===== src/hq_pkg.sv =====
// shared types and constants for the binary min-heap queue
// no dependencies; used by every module of the block by scoped names
package hq_pkg;

	// heap geometry
	localparam int CAPACITY = 64;
	localparam int IDX_W    = $clog2(CAPACITY);
	localparam int CNT_W    = $clog2(CAPACITY + 1);
	// child index width, room for twice the slot index plus two
	localparam int XIDX_W   = IDX_W + 2;

	// fixed field widths
	localparam int ID_W     = 16;
	localparam int PRIO_W   = 32;
	localparam int STATUS_W = 2;
	localparam int COUNT_W  = 7;

	// operation codes
	localparam logic OP_ADD  = 1'b0;
	localparam logic OP_POLL = 1'b1;

	// result status codes
	localparam logic [STATUS_W-1:0] STATUS_OK    = 2'd0;
	localparam logic [STATUS_W-1:0] STATUS_EMPTY = 2'd1;
	localparam logic [STATUS_W-1:0] STATUS_FULL  = 2'd2;

	// one heap slot
	typedef struct packed {
		logic        [ID_W-1:0]   id;
		logic signed [PRIO_W-1:0] prio;
	} entry_t;

	// request from the sequencer to the heap memory
	typedef struct packed {
		logic             rd_en;
		logic [IDX_W-1:0] rd_addr;
		logic             wr_en;
		logic [IDX_W-1:0] wr_addr;
		entry_t           wr_data;
	} mem_req_t;

	// finished result handed to the output register
	typedef struct packed {
		entry_t               data;
		logic [STATUS_W-1:0]  status;
		logic [COUNT_W-1:0]   count;
	} result_t;

	// sequencer states
	typedef enum logic [3:0] {
		ST_IDLE,
		ST_UP_RD,
		ST_UP_CMP,
		ST_POLL_ROOT,
		ST_POLL_LAST,
		ST_DN_L,
		ST_DN_R,
		ST_DN_RC,
		ST_DN_C,
		ST_WRITE,
		ST_FIN
	} state_t;

endpackage


===== src/hq_mem.sv =====
// heap slot memory: one write port, one read port with registered read data
// depends on hq_pkg for the slot type and the request struct
module hq_mem (
	input  logic              clk,
	input  hq_pkg::mem_req_t  req,
	output hq_pkg::entry_t    rdata
);

	hq_pkg::entry_t store [hq_pkg::CAPACITY];

	// write port
	always_ff @(posedge clk) begin
		if (req.wr_en) begin
			store[req.wr_addr] <= req.wr_data;
		end
	end

	// registered read port, data holds until the next read
	always_ff @(posedge clk) begin
		if (req.rd_en) begin
			rdata <= store[req.rd_addr];
		end
	end

endmodule


===== src/hq_cmp.sv =====
// shared signed priority comparator used by every sift step
// depends on hq_pkg for the priority width
module hq_cmp (
	input  logic signed [hq_pkg::PRIO_W-1:0] a,
	input  logic signed [hq_pkg::PRIO_W-1:0] b,
	output logic                             lt
);

	// strict signed less-than
	assign lt = (a < b);

endmodule


===== src/hq_ctrl.sv =====
// sift sequencer: holds the moving entry, the hole index and the heap size,
// drives the slot memory and the shared comparator; depends on hq_pkg
module hq_ctrl (
	input  logic                              clk,
	input  logic                              arst_n,
	input  logic                              in_valid,
	output logic                              in_ready,
	input  logic                              in_op,
	input  hq_pkg::entry_t                    in_entry,
	output hq_pkg::mem_req_t                  mem_req,
	input  hq_pkg::entry_t                    mem_rdata,
	output logic signed [hq_pkg::PRIO_W-1:0]  cmp_a,
	output logic signed [hq_pkg::PRIO_W-1:0]  cmp_b,
	input  logic                              cmp_lt,
	output logic                              res_valid,
	input  logic                              res_ready,
	output hq_pkg::result_t                   res
);

	hq_pkg::state_t                    state_q, state_d;
	logic [hq_pkg::CNT_W-1:0]          size_q, size_d;
	logic [hq_pkg::IDX_W-1:0]          hole_q, hole_d;
	logic [hq_pkg::IDX_W-1:0]          pick_idx_q, pick_idx_d;
	hq_pkg::entry_t                    elem_q, elem_d;
	hq_pkg::entry_t                    pick_q, pick_d;
	hq_pkg::entry_t                    res_data_q, res_data_d;
	logic [hq_pkg::STATUS_W-1:0]       res_status_q, res_status_d;

	logic [hq_pkg::IDX_W-1:0]          parent_ix;
	logic [hq_pkg::XIDX_W-1:0]         left_ix;
	logic [hq_pkg::XIDX_W-1:0]         right_ix;
	logic [hq_pkg::XIDX_W-1:0]         size_x;
	logic                              has_left;
	logic                              has_right;

	// child and parent indices of the hole
	assign parent_ix = hq_pkg::IDX_W'((hole_q - hq_pkg::IDX_W'(1)) >> 1);
	assign left_ix   = hq_pkg::XIDX_W'({hole_q, 1'b1});
	assign right_ix  = hq_pkg::XIDX_W'({hole_q, 1'b0}) + hq_pkg::XIDX_W'(2);
	assign size_x    = hq_pkg::XIDX_W'(size_q);
	assign has_left  = (left_ix < size_x);
	assign has_right = (right_ix < size_x);

	// result seen by the output register
	assign res_valid  = (state_q == hq_pkg::ST_FIN);
	assign res.data   = res_data_q;
	assign res.status = res_status_q;
	assign res.count  = hq_pkg::COUNT_W'(size_q);

	// control state
	always_ff @(posedge clk or negedge arst_n) begin
		if (!arst_n) begin
			state_q <= hq_pkg::ST_IDLE;
			size_q  <= '0;
		end else begin
			state_q <= state_d;
			size_q  <= size_d;
		end
	end

	// datapath registers
	always_ff @(posedge clk) begin
		hole_q       <= hole_d;
		pick_idx_q   <= pick_idx_d;
		elem_q       <= elem_d;
		pick_q       <= pick_d;
		res_data_q   <= res_data_d;
		res_status_q <= res_status_d;
	end

	// next state, memory requests and comparator operands
	always_comb begin
		state_d      = state_q;
		size_d       = size_q;
		hole_d       = hole_q;
		pick_idx_d   = pick_idx_q;
		elem_d       = elem_q;
		pick_d       = pick_q;
		res_data_d   = res_data_q;
		res_status_d = res_status_q;
		mem_req      = '0;
		cmp_a        = elem_q.prio;
		cmp_b        = mem_rdata.prio;
		in_ready     = 1'b0;

		case (state_q)
			hq_pkg::ST_IDLE: begin
				in_ready = 1'b1;
				if (in_valid) begin
					res_data_d   = '0;
					res_status_d = hq_pkg::STATUS_OK;
					if (in_op == hq_pkg::OP_ADD) begin
						if (size_q == hq_pkg::CNT_W'(hq_pkg::CAPACITY)) begin
							res_status_d = hq_pkg::STATUS_FULL;
							state_d      = hq_pkg::ST_FIN;
						end else begin
							elem_d = in_entry;
							hole_d = hq_pkg::IDX_W'(size_q);
							size_d = size_q + hq_pkg::CNT_W'(1);
							if (size_q == '0) begin
								state_d = hq_pkg::ST_WRITE;
							end else begin
								state_d = hq_pkg::ST_UP_RD;
							end
						end
					end else begin
						if (size_q == '0) begin
							res_status_d = hq_pkg::STATUS_EMPTY;
							state_d      = hq_pkg::ST_FIN;
						end else begin
							// fetch the root
							mem_req.rd_en   = 1'b1;
							mem_req.rd_addr = '0;
							size_d          = size_q - hq_pkg::CNT_W'(1);
							state_d         = hq_pkg::ST_POLL_ROOT;
						end
					end
				end
			end

			// sift up: fetch the parent of the hole
			hq_pkg::ST_UP_RD: begin
				mem_req.rd_en   = 1'b1;
				mem_req.rd_addr = parent_ix;
				state_d         = hq_pkg::ST_UP_CMP;
			end

			// parent moves down into the hole while it is strictly greater
			hq_pkg::ST_UP_CMP: begin
				cmp_a = elem_q.prio;
				cmp_b = mem_rdata.prio;
				if (cmp_lt) begin
					mem_req.wr_en   = 1'b1;
					mem_req.wr_addr = hole_q;
					mem_req.wr_data = mem_rdata;
					hole_d          = parent_ix;
					if (parent_ix == '0) begin
						state_d = hq_pkg::ST_WRITE;
					end else begin
						state_d = hq_pkg::ST_UP_RD;
					end
				end else begin
					state_d = hq_pkg::ST_WRITE;
				end
			end

			// root captured, fetch the last entry
			hq_pkg::ST_POLL_ROOT: begin
				res_data_d      = mem_rdata;
				mem_req.rd_en   = 1'b1;
				mem_req.rd_addr = hq_pkg::IDX_W'(size_q);
				state_d         = hq_pkg::ST_POLL_LAST;
			end

			// last entry becomes the moving entry, hole at the root
			hq_pkg::ST_POLL_LAST: begin
				elem_d = mem_rdata;
				hole_d = '0;
				if (size_q == '0) begin
					state_d = hq_pkg::ST_FIN;
				end else begin
					state_d = hq_pkg::ST_DN_L;
				end
			end

			// sift down: fetch the left child
			hq_pkg::ST_DN_L: begin
				if (has_left) begin
					mem_req.rd_en   = 1'b1;
					mem_req.rd_addr = hq_pkg::IDX_W'(left_ix);
					state_d         = hq_pkg::ST_DN_R;
				end else begin
					state_d = hq_pkg::ST_WRITE;
				end
			end

			// left child in hand, fetch the right child if present
			hq_pkg::ST_DN_R: begin
				pick_d     = mem_rdata;
				pick_idx_d = hq_pkg::IDX_W'(left_ix);
				if (has_right) begin
					mem_req.rd_en   = 1'b1;
					mem_req.rd_addr = hq_pkg::IDX_W'(right_ix);
					state_d         = hq_pkg::ST_DN_RC;
				end else begin
					state_d = hq_pkg::ST_DN_C;
				end
			end

			// right child wins only when strictly smaller
			hq_pkg::ST_DN_RC: begin
				cmp_a = mem_rdata.prio;
				cmp_b = pick_q.prio;
				if (cmp_lt) begin
					pick_d     = mem_rdata;
					pick_idx_d = hq_pkg::IDX_W'(right_ix);
				end
				state_d = hq_pkg::ST_DN_C;
			end

			// stop when strictly smaller than the chosen child, else move it up
			hq_pkg::ST_DN_C: begin
				cmp_a = elem_q.prio;
				cmp_b = pick_q.prio;
				if (cmp_lt) begin
					state_d = hq_pkg::ST_WRITE;
				end else begin
					mem_req.wr_en   = 1'b1;
					mem_req.wr_addr = hole_q;
					mem_req.wr_data = pick_q;
					hole_d          = pick_idx_q;
					state_d         = hq_pkg::ST_DN_L;
				end
			end

			// moving entry settles in the hole
			hq_pkg::ST_WRITE: begin
				mem_req.wr_en   = 1'b1;
				mem_req.wr_addr = hole_q;
				mem_req.wr_data = elem_q;
				state_d         = hq_pkg::ST_FIN;
			end

			// hand the result to the output register
			hq_pkg::ST_FIN: begin
				if (res_ready) begin
					state_d = hq_pkg::ST_IDLE;
				end
			end

			default: begin
				state_d = hq_pkg::ST_IDLE;
			end
		endcase
	end

endmodule


===== src/binary_min_heap_queue.sv =====
// binary min-heap queue, one request at a time through a shared comparator.
// an add sifts up, reading and comparing one parent per step; a poll reads the root and
// the last entry, then sifts down, reading the left child and, if present, the right child
// per level; full/empty cases go straight to the result. a new request is taken only once
// the last result is handed on; the one read port and the one comparator serve all steps.
// reset clears the size and the output valid, not the slots.
module binary_min_heap_queue (
	input  logic        clk,
	input  logic        arst_n,
	input  logic        s_tvalid,
	output logic        s_tready,
	input  logic [47:0] s_tdata,   // entry_id[15:0], entry_priority[47:16]
	input  logic [0:0]  s_tuser,   // operation[0]
	output logic        m_tvalid,
	input  logic        m_tready,
	output logic [55:0] m_tdata,   // out_id[15:0], out_priority[47:16], entry_count[54:48]
	output logic [1:0]  m_tuser    // status[1:0]
);

	hq_pkg::entry_t                     in_entry;
	hq_pkg::mem_req_t                   mem_req;
	hq_pkg::entry_t                     mem_rdata;
	logic signed [hq_pkg::PRIO_W-1:0]   cmp_a;
	logic signed [hq_pkg::PRIO_W-1:0]   cmp_b;
	logic                               cmp_lt;
	logic                               res_valid;
	logic                               res_ready;
	hq_pkg::result_t                    res;
	logic                               out_valid_q;
	hq_pkg::result_t                    out_q;

	// unpack the incoming request
	assign in_entry.id   = s_tdata[15:0];
	assign in_entry.prio = s_tdata[47:16];

	hq_ctrl u_ctrl (
		.clk       (clk),
		.arst_n    (arst_n),
		.in_valid  (s_tvalid),
		.in_ready  (s_tready),
		.in_op     (s_tuser[0]),
		.in_entry  (in_entry),
		.mem_req   (mem_req),
		.mem_rdata (mem_rdata),
		.cmp_a     (cmp_a),
		.cmp_b     (cmp_b),
		.cmp_lt    (cmp_lt),
		.res_valid (res_valid),
		.res_ready (res_ready),
		.res       (res)
	);

	hq_mem u_mem (
		.clk   (clk),
		.req   (mem_req),
		.rdata (mem_rdata)
	);

	hq_cmp u_cmp (
		.a  (cmp_a),
		.b  (cmp_b),
		.lt (cmp_lt)
	);

	// output register, refilled as soon as it empties
	assign res_ready = !out_valid_q || m_tready;

	always_ff @(posedge clk or negedge arst_n) begin
		if (!arst_n) begin
			out_valid_q <= 1'b0;
		end else if (res_ready) begin
			out_valid_q <= res_valid;
		end
	end

	always_ff @(posedge clk) begin
		if (res_valid && res_ready) begin
			out_q <= res;
		end
	end

	// pack the outgoing result
	assign m_tvalid = out_valid_q;
	assign m_tdata  = {1'b0, out_q.count, out_q.data.prio, out_q.data.id};
	assign m_tuser  = out_q.status;

endmodule

===== config.mk =====
export PLATFORM = sky130hd
export DESIGN_NAME = binary_min_heap_queue
export DESIGN_NICKNAME = d
export VERILOG_FILES = /design/src/hq_pkg.sv /design/src/hq_mem.sv /design/src/hq_cmp.sv /design/src/hq_ctrl.sv /design/src/binary_min_heap_queue.sv
export SDC_FILE = /design/constraint.sdc
export NUM_CORES = 2
export LEC_CHECK = 0
export BUFFER_PORTS_ARGS = -buffer_cell sky130_fd_sc_hd__buf_2
export CAP_MARGIN = 0
export CORE_AREA = 2 2 544 546
export DETAILED_ROUTE_END_ITERATION = 8
export DIE_AREA = 0 0 546 548
export SLEW_MARGIN = 30
export SYNTH_ARGS = -nofsm -noshare
export SYNTH_HDL_FRONTEND = slang
export SYNTH_SLANG_ARGS = --single-unit

===== constraint.sdc =====
create_clock -name clk -period 11.8 [get_ports clk]
set_input_delay 2.95 -clock clk [delete_from_list [all_inputs] [get_ports clk]]
set_output_delay 2.95 -clock clk [all_outputs]
set_load 0.01 [all_outputs]

; Word level (Yosys, flattened, before mapping)
; Memory sizes are Yosys's and may differ from the RTL's. A register that Yosys moved wholly into a read port is not among the register bits.
; Index checks and enable logic that the tools add are counted.
[word_totals]
register_bits = 227
mem_bits_rw = 3072
input_bits = 53
out_inout_bits = 60
wordCells = 111
memories = 1
[op_classes]
addsub = 4
n_lt_le_gt_ge = 3
n_eq_ne = 20
n_mux = 49
n_reduce_logical = 18
[memory_table]
columns = name, words, word_bits, rd, rd_ports_with_merged_regs, write_ports, line_no
row1 = u_mem.store, 64, 48, 1, 1, 1, hq_mem.sv:9  ; hq_pkg::entry_t store [hq_pkg::CAPACITY];
[ops]
columns = cell, count
row1 = case mux 48 bit (2 select lines), 3
row2 = two-way mux 48 bit, 5
row3 = case mux 55 bit (3 select lines), 1
row4 = two-way mux 55 bit, 2
row5 = two-way mux 32 bit, 2
row6 = two-way mux 7 bit, 8
row7 = two-way mux 4 bit, 12
row8 = case mux 4 bit (11 select lines), 1
row9 = two-way mux 6 bit, 6
row10 = case mux 7 bit (5 select lines), 1
row11 = < comparator 32 bit, 1
row12 = case mux 6 bit (4 select lines), 1
row13 = equality test 4 x 3 -> 1 bit (second input constant), 4
row14 = inequality test 2 bit (second input constant), 8
row15 = equality test 4 bit (second input constant), 3
row16 = case mux 6 bit (2 select lines), 1
row17 = adder 7 x 2 -> 8 bit (second input constant), 1
row18 = equality test 4 x 2 -> 1 bit (second input constant), 2
row19 = < comparator 8 x 7 -> 1 bit, 1
row20 = AND reduction 2 bit, 4
row21 = AND reduction 4 bit, 2
row22 = adder 7 x 1 -> 7 bit (second input constant), 1
row23 = equality test 7 bit (second input constant), 1
row24 = zero test 7 bit, 1
row25 = other kinds (16), 22

; Logic depth before layout (Yosys ltp)
[depth]
word_depth = 8
ltp_mapped = 19
mapped_depth_nobuf = 14

; Cells and area by module
; A second synthesis with hierarchy kept.
[hier_totals]
hier_cells = 5931
area_unflattened_um2 = 129279.0
[by_module_without_submodules]
columns = mod, n_inst, cells_per_inst, area_per_inst_um2, seq_area_each_um2
row1 = hq_mem, 1, 4970, 117597.8, 93689.9
row2 = hq_ctrl, 1, 790, 9115.0, 5019.8
row3 = binary_min_heap_queue, 1, 63, 1776.7, 1736.7
row4 = hq_cmp, 1, 108, 789.5, 0.0

; Worst setup path after synthesis
; No wires, ideal clock.
[synth_path]
path_type = reg2reg
startpoint = register u_ctrl.state_q[1]
endpoint = memory u_mem.store[41][0] (netlist bit) (enable)
setup_ns = 0.590
arrival_time_ns = 9.096
required_ns = 11.210
path_slack_ns = 2.114
stages_incl_launch_ff = 18
path_buffers = 4
period_less_slack_ns = 9.686
path_cell_list = dfrtp_1 buf_2 clkbuf_1 or4b_2 nand2_1 buf_1 mux2i_1 ha_1 a21o_1 a21o_1 a21o_1 a21o_1 a2111oi_0 a21oi_1 buf_2 mux2i_1 nand2_1 nor4b_1
[synth_via]
elab_chain_len = 8
word_cells_on_any_way = 13
cone_classes = 1 x order compare / 4 x eq/ne / 7 x mux / 1 x reduce/logical
[synth_rtl]
columns = item, line_no
row1 = start: declaration, hq_ctrl.sv:20  ; hq_pkg::state_t state_q, state_d;
row2 = start signal: assignment, hq_ctrl.sv:53  ; state_q <= hq_pkg::ST_IDLE;
row3 = start signal: assignment, hq_ctrl.sv:56  ; state_q <= state_d;
row4 = equality test 4 x 3 -> 1 bit or equality test 4 bit (tied branches), hq_ctrl.sv:86  ; case (state_q)
row5 = OR reduction 2 bit (no source line), --
row6 = two-way mux 32 bit, hq_ctrl.sv:86
row7 = < comparator 32 bit, hq_cmp.sv:10  ; assign lt = (a < b);
row8 = "two-way mux 55 bit, on equally long branches", "hq_ctrl.sv:205, hq_ctrl.sv:132"
row9 = case mux 55 bit (3 select lines) (*), hq_ctrl.sv:86
row10 = two-way mux 1 bit, hq_mem.sv:13  ; if (req.wr_en) begin
row11 = two-way mux 1 bit (implied by the code), hq_mem.sv:14  ; store[req.wr_addr] <= req.wr_data;
row12 = end: declaration, hq_mem.sv:9
; Every way passes the cells marked *; elsewhere a longest branch is shown, timed or not.

; Worst setup path after layout
[layout_path]
startpoint = register u_ctrl.state_q[2]
endpoint = memory u_mem.store[1][12] (netlist bit) (enable)
; Same word-level chain as after synthesis.

==> reports/qor.yml <==
insertion_delay_ps: 960
area_growth_pct: 12.9
power_density_nw_per_um2: 286
cts_buffers: 344
io_buffers: 111
rsz0062_at_grt: "false"
synth_seq_cells: 3347
antenna_left: 0
multi_input_area_um2: 29800
routed_wl_mm: 347
die_w_um: 546
syn-instance-count: 7053
async_flop_share: 0.00359
worstPathArrival_ps: 7990
drv_cap: 0
endpoint_kind: "register"
fin_tns_setup_ps: 0
dp_hpwl_mm: 206
rrSetupSlack_ps: 4360
grt_pass1_vias: 67200
initial_core_util: 0.449
tightest_slew_ps: 1110
min_path_type: "register to register"
crit_chain: "and4b_1, buf_4, inv_2, nand2_2, buf_4, mux2i_1, ha_1, a21o_1, a21o_1, a21o_1, a21o_1, a2111oi_1, a21oi_4, mux2i_2, buf_4, nand2_1, nor2_4, buf_4"
grt_max_degree: 129
ctsHtreeMaxLevel: 5
syn_area_um2: 132000
dieArea_um2: 299000
drv_slew: 0
startpoint_type: "register"
ys_top_cells_by_count: "edfxtp_1 (3335), nand2_1 (1208), mux4_2 (612)"
grt_util_all_layers: 0.229
num-nets-final: 7401
synth_top_area_frac: 0.761
finalSetupViolCount: 0
core_um2: 293000
crit_path_max_fanout: 38
antenna_found_initial: 13
cts_tree: "built"
overflow: 0
timing.fmax_ghz: 0.134
drc: 0
yosys_warnings: 0
worst-setup-path-type: "register to register"
ys.flop_type: "edfxtp_1"
clk_path_buf_depth: 4
wl_per_cell_um: 30.2
gp_congestion: 0.873
fin_skew_ps: 85.8
fin_crit_ps: 7440
synthDistinctLibCells: 86
hold_viol: 0
worst_ep_required_time_ps: 12350
ios: 113
slowest_delay_ps: 880
first_iter_violations: 9294
cts_sinks: 3347
synth_nets: 7157
finalCritPeriodShare: 0.630
num_vias: 69200
seq_area_frac_synth: 0.763
post_cts.repair.setup_buffers: 0
syn_area_per_cell_um2: 18.7
die_y_um: 548
post-synth-top-count-cell: "edfxtp_1"
yosys.area.top_type: "edfxtp_1"
status: "finished clean"
irDropWorstVdd_mv: 0.276
slew_headroom: 0.258
drtPass1Iterations: 6
fp-row-count: 199
synth_edf_count: 3335
grt_pass1_wl_mm: 500
holdBufCountCts: 0
crit_slowest_cell: "nor2_4"
vias_per_cell: 6.02
clkTransAtPathRegs_ps: 60
drive_above_1_share: 0.214
postCtsResizedCells: 0
synthTopCellsByArea: "edfxtp_1 (76%), mux4_2 (10%), nand2_1 (3.4%)"
root_buffer: "clkbuf_16"
fin_util: 0.507
final.fill_count: 23500
regArea_um2: 100000
p_leak_nw: 47.4
layout make-up:
cell class                      instances  share of cell area
Sequential cell                      3347               0.676
Multi-Input combinational cell       3260               0.201
Clock buffer                          411              0.0600
Tap cell                             3919              0.0330
Timing Repair Buffer                  321              0.0160
Clock inverter                        211              0.0139
Inverter                               23            0.000581
Antenna cell                            2           0.0000337
registers in the layout (all words and copies together), names as in the netlist:
register / count
u_mem.rdata: 48
m_tdata: 55
u_mem.store: 3072
u_ctrl.pick_idx_q: 6
u_ctrl.res: 48
u_ctrl.state_q: 4
m_tvalid: 1
u_ctrl.size_q: 7
u_ctrl.elem_q: 48
u_ctrl.pick_q: 48
u_ctrl.hole_q: 6
u_ctrl.res_status_q: 2
m_tuser: 2
layer usage:
| layer | GRT usage | vias to the layer above | routed length [µm] |
|---|---|---|---|
| met2 | 0.342 | 3237 | 157000 |
| met5 | 0 | - | 0 |
| li1 | - | 28900 | - |
| met1 | 0.350 | 36600 | 151000 |
| met4 | 0.0498 | 0 | 6890 |
| met3 | 0.0431 | 435 | 32900 |
power breakdown:
group,switching [W],internal [W]
clock,0.00461,0.00599
combinational,0.0110,0.00506
sequential,0.000502,0.0153
logic make-up after synthesis:
| family | synth area share |
|---|---|
| other | 0.0000285 |
| XOR/XNOR | 0.00120 |
| buffers and inverters | 0.0174 |
| flip-flops | 0.763 |
| adder cells (fa/ha/maj) | 0.00490 |
| AO/OA/AOI/OAI | 0.0388 |
| AND/OR/NAND/NOR | 0.0618 |
| multiplexers | 0.113 |
worst max-delay path: cells and delay by family, from the launching register on:
kind | cells | cell delay, ps
AND/OR/NAND/NOR | 4 | 1840
buffers and inverters | 5 | 1800
AO/OA/AOI/OAI | 6 | 1600
flip-flops | 1 | 840
multiplexers | 2 | 640
adder cells (fa/ha/maj) | 1 | 270
final timing paths:
path,depth (start not counted),start,end
min,0,u_ctrl.res[32],m_tdata[39]
min reg2reg,0,u_ctrl.res[32],m_tdata[39]
max reg2reg,18,u_ctrl.state_q[2],u_mem.store[1][12]
max,18,u_ctrl.state_q[2],u_mem.store[1][12]
max in group asynchronous,1,arst_n,u_ctrl.state_q[2]
min in group asynchronous,1,arst_n,u_ctrl.size_q[6]
stage by stage:
stage / power (W) / cells / hold slack (ps) / instance area, µm² / worst slack, ps
after floorplan: 0.0254 / 7053 / 400 / 132000 / 2110
after global placement: 0.0317 / 10900 / 404 / 137000 / 3770
after detailed placement: 0.0320 / 10900 / 405 / 138000 / 4420
after CTS: 0.0425 / 11500 / 410 / 149000 / 4370
after global routing: 0.0440 / 11500 / 416 / 149000 / 4080
final: 0.0424 / 11500 / 415 / 149000 / 4360
cell usage in the layout (no fill, tap or decap), drive strengths merged, types with 28 or more instances in the layout:
cell type and n:
a21oi 74, a32oi 48, and3 95, a311oi 69, mux2 49, mux4 612, a2111oi 49, nand4 80
buf 321, nor3 57, and2 48, o22ai 30, o211ai 129, mux2i 53, o22a 48, nand3 204
edfxtp 3335, inv 33, clkinv 168, ha 50, o211a 28, nand2 1209, or3 32, clkbuf 411
nor2 98
Power figures use the tool's default switching activity.
